<file path="src/hw/rtl/kea_pkg.sv">
// Shared types and constants for the key edge and auto-repeat block.
package kea_pkg;

    // Beat types of the two channels.
    typedef struct packed {
        logic [7:0]  key_index;
        logic [15:0] key_sample;
        logic [19:0] time_step_us;
        logic        has_focus;
    } t_key_in;

    typedef struct packed {
        logic repeat_event;
        logic down_edge;
        logic held_level;
        logic up_edge;
        logic idle_level;
    } t_key_out;

    // One entry of the per-key state memory.
    typedef struct packed {
        logic [15:0]        previous_sample;
        logic [15:0]        current_sample;
        logic signed [20:0] hold_timer_us;
        logic               repeat_flag;
    } t_key_entry;

    // Controller to datapath commands.
    typedef struct packed {
        logic clear;    // write reset entry at the sweep address
        logic capture;  // latch the accepted input beat
        logic read;     // read the addressed key entry
        logic update;   // write back and load the output register
    } t_dp_cmd;

    // Datapath to controller status.
    typedef struct packed {
        logic clear_last;
        logic out_free;
    } t_dp_status;

    // Configuration register indexes.
    localparam logic CFG_FIRST_DELAY   = 1'b0;
    localparam logic CFG_REPEAT_PERIOD = 1'b1;

    localparam logic [19:0] FIRST_DELAY_RESET   = 20'd500000;
    localparam logic [19:0] REPEAT_PERIOD_RESET = 20'd50000;

    localparam logic [15:0]        ACTIVE_MASK = 16'h8001;
    localparam logic signed [22:0] TIMER_MAX   = 23'sd1048575;
    localparam logic signed [20:0] TIMER_RESET = -21'sd1000000;

    localparam t_key_entry ENTRY_RESET = '{
        previous_sample: 16'd0,
        current_sample:  16'd0,
        hold_timer_us:   TIMER_RESET,
        repeat_flag:     1'b0
    };

endpackage

</file>
<file path="src/hw/rtl/kea_ctrl.sv">
// Controller state machine: clearing sweep, input accept, read and update steps.
module kea_ctrl (
    input  logic                i_clk,
    input  logic                i_rst_n,
    input  logic                i_in_valid,
    output logic                o_in_stall,
    input  kea_pkg::t_dp_status i_status,
    output kea_pkg::t_dp_cmd    o_cmd
);

    typedef enum logic [1:0] {
        ST_CLEAR,
        ST_IDLE,
        ST_READ,
        ST_UPDATE
    } t_state;

    t_state r_state;
    t_state n_state;
    logic   accept;

    assign o_in_stall = (r_state != ST_IDLE);
    assign accept     = i_in_valid && (r_state == ST_IDLE);

    always_comb begin
        n_state = r_state;
        o_cmd   = '0;
        unique case (r_state)
            ST_CLEAR: begin
                o_cmd.clear = 1'b1;
                if (i_status.clear_last) begin
                    n_state = ST_IDLE;
                end
            end
            ST_IDLE: begin
                o_cmd.capture = accept;
                if (accept) begin
                    n_state = ST_READ;
                end
            end
            ST_READ: begin
                o_cmd.read = 1'b1;
                n_state    = ST_UPDATE;
            end
            ST_UPDATE: begin
                // hold until the output register can take the result
                if (i_status.out_free) begin
                    o_cmd.update = 1'b1;
                    n_state      = ST_IDLE;
                end
            end
            default: begin
                n_state = ST_CLEAR;
            end
        endcase
    end

    always_ff @(posedge i_clk) begin
        if (!i_rst_n) begin
            r_state <= ST_CLEAR;
        end else begin
            r_state <= n_state;
        end
    end

endmodule

</file>
<file path="config.mk">
export PLATFORM = sky130hd
export DESIGN_NAME = kea_ctrl
export DESIGN_NICKNAME = d
export VERILOG_FILES = /design/src/hw/rtl/kea_pkg.sv /design/src/hw/rtl/kea_ctrl.sv
export SDC_FILE = /design/constraint.sdc
export NUM_CORES = 1
export LEC_CHECK = 0
export ABC_AREA = 0
export BUFFER_PORTS_ARGS = -buffer_cell sky130_fd_sc_hd__buf_2
export CORE_AREA = 2 2 39 41
export DETAILED_ROUTE_END_ITERATION = 10
export DIE_AREA = 0 0 41 43
export GPL_TIMING_DRIVEN = 0
export HOLD_SLACK_MARGIN = 0.12
export PLACE_DENSITY = 0.3
export SLEW_MARGIN = 10
export SYNTH_ARGS = -nofsm -noshare
export SYNTH_HDL_FRONTEND = slang
export SYNTH_SLANG_ARGS = --single-unit
</file>
<file path="constraint.sdc">
create_clock -name i_clk -period 1.4 [get_ports i_clk]
set_input_delay 0.14 -clock i_clk [delete_from_list [all_inputs] [get_ports i_clk]]
set_output_delay 0.14 -clock i_clk [all_outputs]
set_load 0.05 [all_outputs]
</file>
==> results.toml, run 1 <==
[global_route]
first_global_vias = 194
grt-ovfl-total = 0
grt_max_degree = 5
globalRouteTotalUtil_pct = 6.31
antenna_found_initial = 0
grt_pass1_wl_um = 662

[sta]
slew_viol_final = 0
worst_pin_slew_ps = 260
post-route-period-util_pct = 91.9
setup_tns_ps = 0
fmax_ghz = 0.777
fin_worst_skew_ps = 2.73
hold_violations = 0
max_slew_margin_pct = 82.7
fin_crit_ps = 1290
rsz0062_at_grt = "true"
finalSetupViolCount = 0

[route]
wl_met2_um = 179
final_antenna_net_count = 0
routed_via_density = 3.61
drtIter0Drc = 4
vias = 184
wl_um = 416
drcViolationCount = 0
met3WireLength_um = 44
wl_per_cell_um = 8.16
dr.pass1.iters = 3
highest_layer = "met3"
met1_length_um = 191

[synth]
synth_top_cell_area_share_pct = 29.9
synth_edf_count = 0
ys.flop_type = "dfxtp_1"
synthCells = 21
ys_warn_count = 0
netlist_area_sq_um = 168
yosysMostFrequentCell = "inv_1"
ys_top_cells_by_count = "inv_1 (6), ha_1 (4), nand2_1 (4)"
synth_area_leader_cell = "ha_1"
syn_avg_cell_area_sq_um = 7.98
synth_seq_cells = 2
ys_types = 8
yosysSeqAreaShare_pct = 23.9
ys_async_sr_fraction_pct = 0
synth_area_leaders = "ha_1 (30%), dfxtp_1 (24%), inv_1 (13%), mux2i_1 (12%), nand2_1 (9.0%)"
syn-num-nets = 30

[clock_tree]
clock_path_buffers = 2
clkSinkCount = 2
tritoncts = "done"
cts-buffers-inserted = 3
cts_max_level = 1
clk_pin_slew_ps = 30
clock_latency_ps = 220
cts_root_buffer = "clkbuf_4"
cts_hold_buffers = 0

[placement]
hpwl_um = 313
place.gp.congestion = 0.663
io_buffers = 9
dp_cells = 46

[floorplanning]
fp.dieH_um = 43
die_x_um = 41
io_pins = 10
core_area_sq_um = 1380
initial_utilization_pct = 12.1
die_area_sq_um = 1760
rows = 14

[cells_and_area]
drive_gt1_share_pct = 60.0
largest_reg_flops = 2
syn2layout_area_growth_pct = 88.1
insertedDiodeCount = 0
nFillCells = 158
fin_util_pct = 22.8
largestRegisters = "r_state: 2 flops"
fin_nets = 46
regMostFlops = "r_state"
final_cells = 51

[critical_path]
cpLargestDelayFamily = "flip-flops"
crit_path_start_kind = "register"
cp-end-kind = "register"
path_max_fanout = 4
crit_chain = "inv_4 > ha_4 > a222oi_1 > buf_4 > mux2i_1"
max_stage_delay_ps = 360
cp_num_buf_inv = 2
cp.required_ps = 1540
crit_slowest_cell = "dfxtp_4"
crit_type = "register to register"
arrival_ps = 1430

[job]
max-cap-violations = 0

[status]
status = "completed"

[worst_hold_path]
worstHoldPathType = "input port to register"
==> timing repair <==
action,4_1_cts,5_1_grt
gates resized for setup,3,9
endpoints found under the setup margin,4,3
setup buffers,1,1
pin swaps,1,2
==> cells in the final DEF (no fill, tap or decap) <==
cell type,n
ha_4,2
inv_1,4
buf_2,7
clkbuf_4,3
mux2i_1,2
ha_1,2
dfxtp_4,2
nor2_2,1
buf_4,4
and2_1,1
a222oi_1,1
nand2_1,4
inv_4,2
==> cell type report <==
cell class / instances / area (sq um) / share of cell area, %
multi-input combinational: 13 / 133 / 42.1
timing repair buffer: 11 / 65.1 / 20.6
sequential: 2 / 47.5 / 15.1
inverter: 6 / 27.5 / 8.73
clock buffer: 3 / 22.5 / 7.14
tap: 16 / 20.0 / 6.35
==> per-layer routing <==
layer	vias to the layer above	track usage, %
li1	94	-
met1	81	5.73
met2	9	8.44
met3	0	3.14
met4	0	8.00
met5	-	0
==> cells by family after synthesis <==
family	share of synthesized area, %
buffers and inverters	13.4
and+or+nand+nor	14.9
adders and majority gates	29.9
muxes	11.9
DFF	23.9
AOI/OAI and AO/OA	5.97
==> stage by stage <==
stage | setup WS, ps | area (sq um) | hold WS (ps)
floorplan | -53.2 | 183 | 286
global placement | -92.8 | 248 | 433
detailed placement | -133 | 248 | 435
CTS | 13.2 | 284 | 185
global route | -31.1 | 315 | 202
finish | 113 | 315 | 195
==> worst register-to-register path, stage by stage, from the launching register on <==
cell and delay [ps]:
dfxtp_4 360, inv_4 50, ha_4 150, a222oi_1 290, buf_4 180, mux2i_1 170
==> final timing paths <==
kind,startpoint,endpoint,slack [ps],cells past startpoint
hold / removal,i_rst_n,r_state[1],190,3
setup / recovery,r_state[1],r_state[0],110,5
hold reg to reg,r_state[1],r_state[1],510,2
setup reg to reg,r_state[1],r_state[0],110,5
Power of run 1 is not shown: default switching activity piles up to over one toggle a cycle in this logic, so the estimate is an artifact.
==> inputs of run 2 (changes only) <==
ABC_AREA = 1   (was 0)
PLACE_DENSITY = 0.31   (was 0.3)
==> run 2 against run 1 <==
Die area stayed put; flip-flop and latch count did not move; highest routed layer unchanged; via count shrank 6.5%.
==> results.toml, run 2 <==
[floorplanning]
core_area_sq_um = 1380
fp.dieH_um = 43
initial_utilization_pct = 13.1
rows = 14
die_x_um = 41
io_pins = 10
die_area_sq_um = 1760

[synth]
synth_top_cell_area_share_pct = 27.6
ys.flop_type = "dfxtp_1"
synth_area_leader_cell = "ha_1"
ys_async_sr_fraction_pct = 0
netlist_area_sq_um = 181
yosysSeqAreaShare_pct = 22.1
synth_edf_count = 0
ys_types = 7
synth_area_leaders = "ha_1 (28%), dfxtp_1 (22%), inv_1 (17%), nand2_1 (17%), nor2_1 (8.3%)"
ys_warn_count = 0
synthCells = 28
ys_top_cells_by_count = "inv_1 (8), nand2_1 (8), ha_1 (4), nor2_1 (4), dfxtp_1 (2)"
syn_avg_cell_area_sq_um = 6.48
syn-num-nets = 37
synth_seq_cells = 2

[critical_path]
path_max_fanout = 3
r2r_end = "r_state[1]"
crit_path_start_kind = "register"
crit_chain = "inv_1 > ha_1 > nand2_1 > inv_1 > buf_2"
r2r_cells = 6
max_stage_delay_ps = 310
crit_top_cell = "inv_1"
cp.required_ps = 1260
cp-end-kind = "output port"
r2r-start = "r_state[0]"
reg2reg_slack_ps = 300
crit_type = "register to output port"
crit_slowest_cell = "dfxtp_1"
arrival_ps = 1160

[sta]
fin_crit_ps = 1300
finalSetupViolCount = 0
setup_slack_ps = 96.7
worst_pin_slew_ps = 249
rsz0062_at_grt = "false"
setup_tns_ps = 0
fmax_ghz = 0.767
hold_violations = 0
post-route-period-util_pct = 93.1
max_slew_margin_pct = 83.5
slew_viol_final = 0
fin_worst_skew_ps = 0.269
fin_hold_ws_ps = 151

[cells_and_area]
nFillCells = 159
design_area_sq_um = 272
largest_reg_flops = 2
ff_latch_area_sq_um = 40.0
syn2layout_area_growth_pct = 49.7
drive_gt1_share_pct = 35.0
regMostFlops = "r_state"
fin_nets = 51
largestRegisters = "r_state: 2 flops"
insertedDiodeCount = 0
final_cell_mix = "inv_1 (8), nand2_1 (8), buf_2 (8)"
multi_input_comb_area_sq_um = 111

[placement]
io_buffers = 9
placed_area_sq_um = 246
place_worst_setup_slack_ps = 276
place.gp.congestion = 0.621
hpwl_um = 296

[route]
dr.pass1.iters = 2
routed_via_density = 3.07
wl_per_cell_um = 6.27
vias = 172
final_antenna_net_count = 0
drtIter0Drc = 1
wl_um = 351
drcViolationCount = 0

[clock_tree]
clkSinkCount = 2
clock_latency_ps = 220
clock_path_buffers = 2
tritoncts = "done"
cts_root_buffer = "clkbuf_4"
cts-buffers-inserted = 3
cts_setup_buffers = 0
cts_max_level = 1
cts_hold_buffers = 0
clk_pin_slew_ps = 30

[job]
max-cap-violations = 0

[global_route]
first_global_vias = 161
grt-ovfl-total = 0
grt_pass1_wl_um = 579
globalRouteTotalUtil_pct = 5.61
grt_max_degree = 5
antenna_found_initial = 0

[power]
ir_drop_v = 0.000404
power_leakage_nw = 0.180
power.density_nw_per_um2 = 2540

[worst_hold_path]
worstHoldPathType = "input port to register"
worstHoldEndpoint = "r_state[1]"
holdPathStages = 3
holdCritStartpoint = "i_rst_n"

[status]
status = "completed"
run 2: what timing repair did:
item | CTS | global route
setup endpoints to repair | 0 | 1
hold endpoints to repair | 0 | 0
resized for setup | 0 | 1
run 2: cell families after synthesis:
| logic type | synth area share (%) |
|---|---|
| adders and majority gates | 27.6 |
| buffers and inverters | 16.6 |
| and+or+nand+nor | 33.8 |
| DFF | 22.1 |
run 2: critical path: cells and delay by family, from the launching register on:
kind,cells,cell delay [ps]
flops,1,310
simple gates,1,60
buf+inv,3,380
fa+ha+maj,1,190
run 2: final cells by class:
class | count | share of cell area (%)
Multi-Input combinational cell | 18 | 41.0
Clock buffer | 3 | 8.29
Inverter | 8 | 11.1
Tap cell | 16 | 7.37
Sequential cell | 2 | 14.7
Timing Repair Buffer | 9 | 17.5
run 2: where the power goes:
group | total, mW | internal (mW) | switching [mW]
sequential | 0.108 | 0.0853 | 0.0225
combinational | 0.457 | 0.121 | 0.336
clock | 0.125 | 0.0943 | 0.0304
run 2: stage by stage:
step	std cells	utilization, %	power [mW]
2_1_floorplan	28	-	0.491
3_3_place_gp	53	17.8	0.573
3_5_place_dp	53	17.8	0.569
4_1_cts	56	19.4	0.704
5_1_grt	56	19.6	0.757
6_report	56	19.6	0.690
run 2: metal layers:
metal  vias up  GRT usage (%)  part of all wire, %
met1        63           5.43                   43
met3         0           1.57                  8.5
met4         0           10.0                    0
met2         6           6.56                   48
li1        103              -                    -
met5         -              0                    0
run 2: worst max path at each step:
stage               slack, ps  startpoint  cells after the start         end
finish                    100  r_state[1]                      5    o_cmd[2]
global route                9  r_state[1]                      5    o_cmd[2]
CTS                        50  r_state[1]                      4  o_in_stall
detailed placement        280  r_state[0]                      6  r_state[0]
global placement          270  r_state[0]                      6  r_state[1]
floorplan                  60  r_state[0]                      7  r_state[0]
No activity file was read; power rests on OpenSTA's default activity.
==> inputs of run 3 (changes only) <==
clock period = 1.3 ns   (was 1.4 ns; I/O delays follow)
==> run 3 against run 2 <==
Wire length decreased by 0.57%; largest power group unchanged; die area unchanged; global-route usage decreased by 0.50 points.
==> results.toml, run 3 (same netlist as run 2, synthesis figures left out) <==
[status]
status = "completed"

[cells_and_area]
syn2layout_area_growth_pct = 55.2
multi_input_comb_area_sq_um = 114
design_area_sq_um = 282
insertedDiodeCount = 0
largest_reg_flops = 2
fin_nets = 51
drive_gt1_share_pct = 40.0
largestRegisters = "r_state: 2 flops"
final_cells = 56
final_cell_mix = "nand2_1 (8), inv_1 (7), buf_2 (5)"
ff_latch_area_sq_um = 40.0
final_common_cell = "nand2_1"
nFillCells = 161
regMostFlops = "r_state"

[critical_path]
cp.required_ps = 1170
crit_type = "register to output port"
cp-end-kind = "output port"
path_max_fanout = 3
r2r_cells = 6
crit_path_start_kind = "register"
arrival_ps = 1110

[sta]
fin_worst_skew_ps = 3.33
hold_violations = 0
worst_pin_slew_ps = 248
post-route-period-util_pct = 95.2
rsz0062_at_grt = "false"
fin_hold_ws_ps = 140
finalSetupViolCount = 0
slew_viol_final = 0
setup_tns_ps = 0
fin_crit_ps = 1240
max_slew_margin_pct = 83.6
fmax_ghz = 0.808

[power]
power_leakage_nw = 0.179
total_power_mw = 0.772
power.density_nw_per_um2 = 2740
ir_drop_v = 0.000465

[placement]
hpwl_um = 291
placed_area_sq_um = 249
place.gp.congestion = 0.644
io_buffers = 9
dp_cells = 53

[clock_tree]
clock_path_buffers = 2
clkSinkCount = 2
tritoncts = "done"
cts_hold_buffers = 0
clock_latency_ps = 220
cts_max_level = 1
cts_root_buffer = "clkbuf_4"
clk_pin_slew_ps = 30
cts-buffers-inserted = 3

[route]
wl_per_cell_um = 6.23
drtIter0Drc = 0
final_antenna_net_count = 0
drcViolationCount = 0
vias = 168
dr.pass1.iters = 1
routed_via_density = 3.00
wl_um = 349

[global_route]
grt_pass1_wl_um = 517
first_global_vias = 149
antenna_found_initial = 0
grt_max_degree = 5
grt-ovfl-total = 0
globalRouteTotalUtil_pct = 5.12

[floorplanning]
rows = 14
fp.dieH_um = 43
io_pins = 10
initial_utilization_pct = 13.1
core_area_sq_um = 1380
die_area_sq_um = 1760
die_x_um = 41

[worst_hold_path]
worstHoldPathType = "input port to register"
holdPathStages = 3

[job]
max-cap-violations = 0
[run 3: final cells by class]
type	instances	area share, %
tap	16	7.11
sequential	2	14.2
inverter	8	10.7
clock buffer	3	8.00
timing repair buffer	9	19.6
multi-input combinational	18	40.4
[run 3: path summary, 6_finish.rpt]
| check | from | to | slack (ps) |
|---|---|---|---|
| worst min-delay path | i_rst_n | r_state[0] | 140 |
| worst min register to register | r_state[1] | r_state[1] | 570 |
| worst max-delay path | r_state[1] | o_cmd[2] | 60 |
| worst max register to register | r_state[0] | r_state[0] | 220 |
[run 3: layer usage]
metal	global-route usage, %	vias up	wire (um)
li1	-	102	-
met1	5.13	60	156
met2	5.31	6	165
met3	3.14	0	28
met4	8.00	0	0
met5	0	-	0
[run 3: critical path, cell delays in order (launching register included)]
cell     delay (ps)
dfxtp_1         350
inv_2            60
ha_1            200
nand2_1          60
inv_1            30
buf_4           170
[run 3: through the flow]
stage | utilization [%] | setup WS [ps]
finish | 20.3 | 62.5
global route | 20.3 | 0.191
CTS | 20.0 | 26.1
detailed placement | 18.0 | 211
floorplan | - | 118
global placement | 18.0 | 197
[run 3: what timing repair did]
item,4_1_cts,5_1_grt
endpoints found under the setup margin,2,4
gates resized for setup,2,4
endpoints found under the hold margin,0,0
setup buffers,0,0
[run 3: where the power goes]
group / internal, mW / switching, mW
clock network: 0.102 / 0.0339
logic: 0.154 / 0.366
registers: 0.0918 / 0.0251
total: 0.348 / 0.425
